===== config.mk =====
export PLATFORM = sky130hd
export DESIGN_NAME = gdr_front
export DESIGN_NICKNAME = d
export VERILOG_FILES = /design/src/design/gdr_pkg.sv /design/src/design/gdr_front.sv
export SDC_FILE = /design/constraint.sdc
export NUM_CORES = 1
export LEC_CHECK = 0
export BUFFER_PORTS_ARGS = -buffer_cell sky130_fd_sc_hd__buf_4
export CORE_ASPECT_RATIO = 0.7
export CORE_MARGIN = 4
export CORE_UTILIZATION = 45
export DETAILED_ROUTE_END_ITERATION = 10
export PLACE_DENSITY = 0.83
export SLEW_MARGIN = 10
export SYNTH_ARGS = -nofsm -noshare
export SYNTH_HDL_FRONTEND = slang
export SYNTH_SLANG_ARGS = --single-unit

===== constraint.sdc =====
create_clock -name i_clk -period 3.54 [get_ports i_clk]
set_clock_uncertainty 0.15 [all_clocks]
set_input_delay 0.708 -clock i_clk [delete_from_list [all_inputs] [get_ports i_clk]]
set_output_delay 0.708 -clock i_clk [all_outputs]
set_load 0.01 [all_outputs]

===== src/design/gdr_pkg.sv =====
// Shared types, constants and arithmetic helpers for the grid DDA ray caster.
// Depends on nothing; every module of the block imports it.
package gdr_pkg;

    localparam int MAP_DIM    = 64;
    localparam int ANGLE_BITS = 12;
    localparam int QUARTER    = 1 << (ANGLE_BITS - 2);
    localparam int SINE_SHIFT = 17 - ANGLE_BITS;
    localparam int CELL_BITS  = 6;
    localparam int MAP_BITS   = 2 * CELL_BITS;
    localparam int POS_BITS   = 14;
    localparam int DIST_BITS  = 24;
    localparam logic [DIST_BITS-1:0] DIST_INF = 24'hFF_FFFF;
    localparam logic [7:0] STEP_LIMIT_RST = 8'd128;
    localparam int QDEPTH = 2;

    typedef enum logic {OP_WRITE = 1'b0, OP_CAST = 1'b1} t_op;

    typedef struct packed {
        t_op                 op;
        logic [5:0]          col;
        logic [5:0]          row;
        logic                wall;
        logic [POS_BITS-1:0] vx;
        logic [POS_BITS-1:0] vy;
        logic [11:0]         angle;
    } t_item;

    typedef struct packed {
        logic [15:0]         ray_dist;
        logic                vert;
        logic [POS_BITS-1:0] hx;
        logic [POS_BITS-1:0] hy;
        logic [5:0]          col;
        logic [5:0]          row;
        logic                gave_up;
    } t_result;

    // Quarter-wave sine in Q15 in, Q14 out.
    function automatic logic [14:0] quarter_sine(input logic [15:0] x);
        logic [31:0] x2;
        logic [47:0] t;
        x2 = ({16'd0, x} * {16'd0, x}) >> 15;
        t  = (48'd2611 * {16'd0, x2}) >> 15;
        t  = 48'd21167 - t;
        t  = (t * {16'd0, x2}) >> 15;
        t  = 48'd51472 - t;
        t  = (t * {32'd0, x}) >> 15;
        if (t > 48'd32768) t = 48'd32768;
        quarter_sine = 15'((t + 48'd1) >> 1);
    endfunction

endpackage


===== src/design/gdr_front.sv =====
// Front end: takes start requests, writes map cells, and queues cast requests.
// Depends on gdr_pkg. The wall map memory lives in gdr_back.
module gdr_front
    import gdr_pkg::*;
(
    input  logic  i_clk,
    input  logic  i_rst_n,
    input  logic  i_take,
    input  t_item i_item,
    input  logic  i_pop,
    output logic  o_full,
    output logic  o_avail,
    output t_item o_head,
    output logic  o_wr_en,
    output logic [MAP_BITS-1:0] o_wr_addr,
    output logic  o_wr_data
);
    t_item r_q [QDEPTH];
    logic [0:0] r_rd, r_wr;
    logic [1:0] r_cnt;
    logic push;

    assign push      = i_take && (i_item.op == OP_CAST);
    assign o_wr_en   = i_take && (i_item.op == OP_WRITE);
    assign o_wr_addr = {i_item.row, i_item.col};
    assign o_wr_data = i_item.wall;
    assign o_full    = (r_cnt == 2'(QDEPTH));
    assign o_avail   = (r_cnt != 2'd0);
    assign o_head    = r_q[r_rd];

    always_ff @(posedge i_clk) begin
        if (push) r_q[r_wr] <= i_item;
        if (!i_rst_n) begin
            r_rd  <= '0;
            r_wr  <= '0;
            r_cnt <= '0;
        end else begin
            if (push) r_wr <= r_wr + 1'b1;
            if (i_pop) r_rd <= r_rd + 1'b1;
            r_cnt <= r_cnt + 2'(push) - 2'(i_pop);
        end
    end

    a_no_overflow: assert property (@(posedge i_clk) disable iff (!i_rst_n)
        o_full |-> !push) else $error("cast queue overflow");
    a_no_underflow: assert property (@(posedge i_clk) disable iff (!i_rst_n)
        i_pop |-> o_avail) else $error("cast queue underflow");
    a_cnt_range: assert property (@(posedge i_clk) disable iff (!i_rst_n)
        r_cnt <= 2'(QDEPTH)) else $error("queue count out of range");
endmodule


==> summary.md, run 1 <==
| Metric | Value |
|---|---|
| Post-CTS setup buffer count | 0 |
| Share of the synthesized area in the top cell type | 72.5% |
| Crit. path cell count | 3 |
| TritonCTS clock tree | done |
| R2R cell count | 2 |
| GPL Wtd Cong | 0.712 |
| Synth Cell Area | 4470 um2 |
| Switch share | 20.1% |
| Final instance area | 6020 um2 |
| Post-CTS resize count | 0 |
| Routed WL | 7860 um |
| Row cnt | 30 |
| Ys Warns | 0 |
| Maxcap violations | 0 |
| Library cells used by synthesis | 20 |
| Mean number of vias per cell | 4.60 |
| Max IR drop VDD | 327 uV |
| Sink Count | 113 |
| Worst r2r dst | r_q[1][33] |
| Sequential Power Share | 43.6% |
| Syn_nets | 263 |
| Die area | 11600 um2 |
| Area Growth Syn to Fin | 34.7% |
| Worst path slowest cell | dfxtp_4 |
| ANT cells | 0 |
| Remaining global-route overflow | 0 |
| Clock buffers created by TritonCTS | 17 |
| Slew headroom | 50.9% |
| DRT antenna net count | 0 |
| Fin. max-slew vios | 0 |
| Dpl cell area | 5450 um2 |
| Avg Synthesized Cell Area | 21.9 um2 |
| Status | finished clean |
| R2R Setup Slk | 1.76 ns |
| Fill cells | 711 |
| Final setup vio count | 0 |
| First-pass GRT wire length | 12300 um |
| Cts hold-fix bufs | 0 |
| # nets final | 393 |
| Worst Path Buf+Inv | 2 |
| Min-Delay Path Class | input port to flip-flop |
| Avg WL per Cell | 16.6 um |
| Transition time of the tightest slew-check pin | 0.735 ns |
| Leakage | 2.41 nW |
| Kind of critical path | flip-flop to primary output |
| Commonest cells after routing, fill and taps aside | 127 x buf_4, 108 x edfxtp_1, 50 x mux2_4, 17 x clkbuf_16, 5 x clkinv_2 |
| CTS Buffer Depth | 2 |
| Worst Path Max Fanout | 34 |
| Initial antenna violation count | 0 |
| DP HPWL | 5360 um |
| Worst skew pair latency | 0.39 ns |
| Placed insts | 443 |
| Combinational power share | 10.4% |
| Setup ws final | 0.808 ns |
| Internal power | 2.83 mW |
| DP Worst Slack | 1.15 ns |
| Layout cells sized above 1 | 62.4% |
| CP endpoint kind | primary output |
| Largest area contributor in the netlist | edfxtp_1 |
| CP required | 2.68 ns |
| Worst setup endpoint | o_head[42] |
| Hold Path Origin | i_item[37] |
| PD cells | 589 nW/um2 |
| Non-Filler Instances | 474 |
| Final min period | 2.73 ns |
| # H-tree levels | 4 |
| Period utilisation layout | 77.2% |
| Number of global-route vias before repair | 2407 |
| Most common cell after layout, fill and taps aside | buf_4 |
| Startpoint types | flip-flop |
| Clk root buf | clkbuf_16 |
| Reg clk slew, reported paths | 0.05 ns |
| Fraction of power consumed by the clock network | 46.0% |
| DRT Pass-1 Iters | 4 |
| Die X | 127 um |
| Number of remaining DRC errors | 0 |
| Port buffer count | 127 |
| Overall Power | 3.54 mW |
| Synth top area cells | edfxtp_1 73%, mux2_4 17%, buf_12 2.2% |
| Die Ht | 91.4 um |
| FF+latch count, synth | 113 |
| Via count | 2179 |
| RSZ-0062 raised after global routing | false |
| Io pins | 128 |
| Switching power | 0.713 mW |
| Reg2Reg Launch Point | r_wr |
| Initial Util | 46.2% |
| Setup TNS | 0 ns |
| Drt first-iter violations | 97 |
| Critical-path cell list | buf_12 -> mux2_2 -> buf_4 |
| Worst path max stage delay | 0.60 ns |
| Global Route Usage Sum | 13.9% |
| Crit path DAT | 1.87 ns |
| Hold Violations, Final | 0 |
| Largest net degree at the start of global routing | 35 |
| Top Family by Delay on Critical Path | flip-flops |
| Seq/Total Area, Yosys | 74.8% |
| Core Box Area | 9680 um2 |
| Synth Instances | 204 |
| Max frequency | 366 MHz |
[Yosys cell counts (all sizes together)]
library cell	number
nor2	1
edfxtp	108
and3	1
nor2b	2
a21oi	1
mux2	54
nand3	1
nand2	1
ha	1
and2	4
o21a	1
and3b	1
xor2	2
xnor2	1
or2	1
dfxtp	5
buf	19
[worst min path at each step]
stage / end / depth (start not counted)
2_1_floorplan: flip-flop / 2
3_3_place_gp: flip-flop / 2
4_1_cts: r_q[0][37] / 1
6_report: r_q[0][37] / 1
5_1_grt: r_q[0][26] / 1
3_5_place_dp: flip-flop / 2
[power groups by stage]
stage	Clock [mW]	Sequential, mW	Combinational (mW)
after global routing	1.73	1.55	0.394
after detailed placement	0	1.57	0.373
after floorplan	0	1.56	0.230
after CTS	1.66	1.55	0.374
final	1.63	1.55	0.367
after global placement	0	1.57	0.365
[logic make-up (layout without fill, tap and decap cells)]
logic type | count (synthesis) | in the layout | synth area share [%]
flops | 113 | 113 | 74.8
mux | 54 | 54 | 17.8
buf+inv | 19 | 161 | 4.67
simple gates | 12 | 12 | 1.60
xor+xnor | 3 | 3 | 0.588
compound gates | 2 | 2 | 0.280
fa+ha+maj | 1 | 1 | 0.280
[per-stage QoR]
| step | hold WS [ns] | utilization, % |
|---|---|---|
| floorplan | 0.405 | - |
| global placement | 0.413 | 56.3 |
| detailed placement | 0.424 | 56.3 |
| CTS | 0.329 | 62.2 |
| global route | 0.327 | 62.2 |
| finish | 0.348 | 62.2 |
[per-layer routing]
metal | vias up | wire length (um) | GRT usage, %
li1 | 1042 | - | -
met1 | 1053 | 3320 | 16.8
met2 | 79 | 3960 | 22.8
met3 | 5 | 509 | 4.76
met4 | 0 | 73 | 5.89
met5 | - | 0 | 0
[layout make-up]
cell class | count | area (um2) | area share (%)
timing repair buffer | 130 | 1010 | 16.8
sequential | 113 | 3350 | 55.6
multi-input combinational | 72 | 927 | 15.4
tap | 128 | 160 | 2.66
clock buffer | 19 | 433 | 7.19
clock inverter | 12 | 143 | 2.37
[flip-flops by register name, indices dropped and copies added (netlist names), named ones only]
register	flops
r_wr	1
r_cnt	2
r_rd	1
r_q	108
No activity file was read; power rests on OpenSTA's default activity.
==> run 2, diff against run 1 <==
PLACE_DENSITY = 0.81   (was 0.83)
clock period = 2.8 ns   (was 3.54 ns; I/O delays follow)
==> run 2 against run 1 <==
Against the previous run:
- clock power is 26% higher
- register-to-register slack worse by 0.45 ns
- critical endpoint unchanged
- cell area hardly changed
- die area stayed put
- first-iteration DRC count stayed put
- core utilization is 0.052 points lower
- non-clock buffer count is 1 higher
- combinational power is 29% higher
- wire length is 3.4% lower
==> summary.md, run 2 (synthesis gave the netlist of run 1 again) <==
| Metric | Value |
|---|---|
| Slew headroom | 72.2% (+21 points) |
| Core Util, Final | 62.1% (about the same) |
| Largest net degree at the start of global routing | 56 (+60%) |
| Area Growth Syn to Fin | 34.6% (about the same) |
| TritonCTS clock tree | done |
| DP Worst Slack | 0.849 ns (-0.304 ns) |
| Number of global-route vias before repair | 2373 (-1.4%) |
| Kind of critical path | flip-flop to primary output |
| CTS Buffer Depth | 2 (unchanged) |
| ANT cells | 0 (unchanged) |
| Worst skew pair latency | 0.40 ns (about the same) |
| Worst path max stage delay | 0.38 ns (-0.22 ns) |
| Critical-path cell list | buf_12 -> mux2_2 -> buf_4 |
| PD cells | 743 nW/um2 (+26%) |
| Hold Violations, Final | 0 (unchanged) |
| Min-Delay Path Class | input port to flip-flop |
| Period utilisation layout | 84.0% |
| Setup ws final | 0.449 ns (-0.360 ns) |
| # nets final | 394 (+0.25%) |
| Status | finished clean |
| Via count | 2216 (+1.7%) |
| Global Route Usage Sum | 13.6% (-0.34 points) |
| Port buffer count | 127 (unchanged) |
| DRT Pass-1 Iters | 4 (unchanged) |
| Clock buffers created by TritonCTS | 17 (unchanged) |
| Final instance area | 6020 um2 (about the same) |
| Die Ht | 91.4 um (unchanged) |
| DP HPWL | 4890 um (-8.8%) |
| Biggest regs | r_q (108), r_cnt (2) |
| Worst path slowest cell | mux2_2 |
| Startpoint types | flip-flop |
| Most common cell after layout, fill and taps aside | buf_4 |
| Initial Util | 46.2% (unchanged) |
| Core Box Area | 9680 um2 (unchanged) |
| Max frequency | 425 MHz |
| Mean number of vias per cell | 4.66 (+1.3%) |
| DRT antenna net count | 0 (unchanged) |
| First-pass GRT wire length | 11700 um (-4.8%) |
| Cts hold-fix bufs | 0 (unchanged) |
| Row cnt | 30 (unchanged) |
| Crit path DAT | 1.64 ns (-0.23 ns) |
| Setup TNS | 0 ns (unchanged) |
| Final setup vio count | 0 (unchanged) |
| Transition time of the tightest slew-check pin | 0.418 ns (-0.318 ns) |
| Commonest cells after routing, fill and taps aside | 129 x buf_4, 108 x edfxtp_1, 50 x mux2_4, 17 x clkbuf_16, 6 x clkinv_2 |
| Initial antenna violation count | 0 (unchanged) |
| Final min period | 2.35 ns |
| Top reg by flops | r_q |
| Post-CTS resize count | 0 (unchanged) |
| Number of remaining DRC errors | 0 (unchanged) |
| Fin. max-slew vios | 0 (unchanged) |
| Avg WL per Cell | 16.0 um (-3.8%) |
| Dpl cell area | 5440 um2 (about the same) |
| CP required | 2.09 ns (-0.59 ns) |
| Leakage | 2.41 nW (+0.18%) |
| Die area | 11600 um2 (unchanged) |
| CP endpoint kind | primary output |
| Maxcap violations | 0 (unchanged) |
| Routed WL | 7600 um (-3.4%) |
| Worst Path Max Fanout | 54 (+59%) |
| GPL Wtd Cong | 0.685 (-3.8%) |
| RSZ-0062 raised after global routing | false |
| Clk root buf | clkbuf_16 |
| Max reg flops | 108 (unchanged) |
| Max IR drop VDD | 399 uV (+22%) |
| Post-CTS setup buffer count | 0 (unchanged) |
| Remaining global-route overflow | 0 (unchanged) |
| Sink Count | 113 (unchanged) |
| Die X | 127 um (unchanged) |
| Drt first-iter violations | 97 (unchanged) |
| Reg clk slew, reported paths | 0.05 ns (about the same) |
| Layout cells sized above 1 | 62.4% (-0.071 points) |
| # H-tree levels | 4 (unchanged) |
| Io pins | 128 (unchanged) |
-- run 2: cell count changes in the layout (fill, tap and decap cells not counted) --
cell | previous run | this run
buf_12 | 3 | 2
clkinv_4 | 1 | 0
clkinv_2 | 5 | 6
clkinv_1 | 1 | 3
buf_4 | 127 | 129
clkbuf_1 | 2 | 1
-- run 2: critical path: cells and delay by family, from the launching register on --
family                 cells  cell delay, ns
multiplexers               1            0.38
flip-flops                 1            0.34
buffers and inverters      2            0.48
-- run 2: stage by stage --
| step | std cells | power [mW] | hold slack (ns) |
|---|---|---|---|
| 2_1_floorplan | 204 | 2.26 | 0.405 |
| 3_5_place_dp | 444 | 2.46 | 0.411 |
| 6_report | 476 | 4.47 | 0.196 |
| 4_1_cts | 476 | 4.53 | 0.170 |
| 5_1_grt | 476 | 4.65 | 0.169 |
| 3_3_place_gp | 444 | 2.44 | 0.407 |
-- run 2: power by group --
group,internal (mW),switching [mW],leakage (nW)
Clock,1.37,0.685,0.282
Sequential,1.92,0.0185,1.03
Combinational,0.279,0.196,1.09
-- run 2: routing by layer --
| layer | vias up | share of wire (%) | track usage (%) | wire (um) |
|---|---|---|---|---|
| met3 | 7 | 6.7 | 5.58 | 512 |
| met1 | 1085 | 41 | 14.8 | 3090 |
| met2 | 81 | 52 | 23.0 | 3920 |
| met4 | 0 | 1.0 | 6.70 | 76 |
| li1 | 1043 | - | - | - |
| met5 | - | 0 | 0 | 0 |
-- run 2: worst paths after layout --
kind / startpoint / endpoint / slack, ns / depth (start not counted)
max: flip-flop / o_head[42] / 0.45 / 3
min: i_item[4] / r_q[1][4] / 0.20 / 1
max reg2reg: r_wr / r_q[1][25] / 1.31 / 2
min reg2reg: r_rd / flip-flop / 0.43 / 2
-- run 2: layout make-up --
cell class	instances	area (um2)
tap	128	160
clock inverter	14	146
fill	697	3670
timing repair buffer	131	1010
sequential	113	3350
multi-input combinational	72	927
clock buffer	18	429
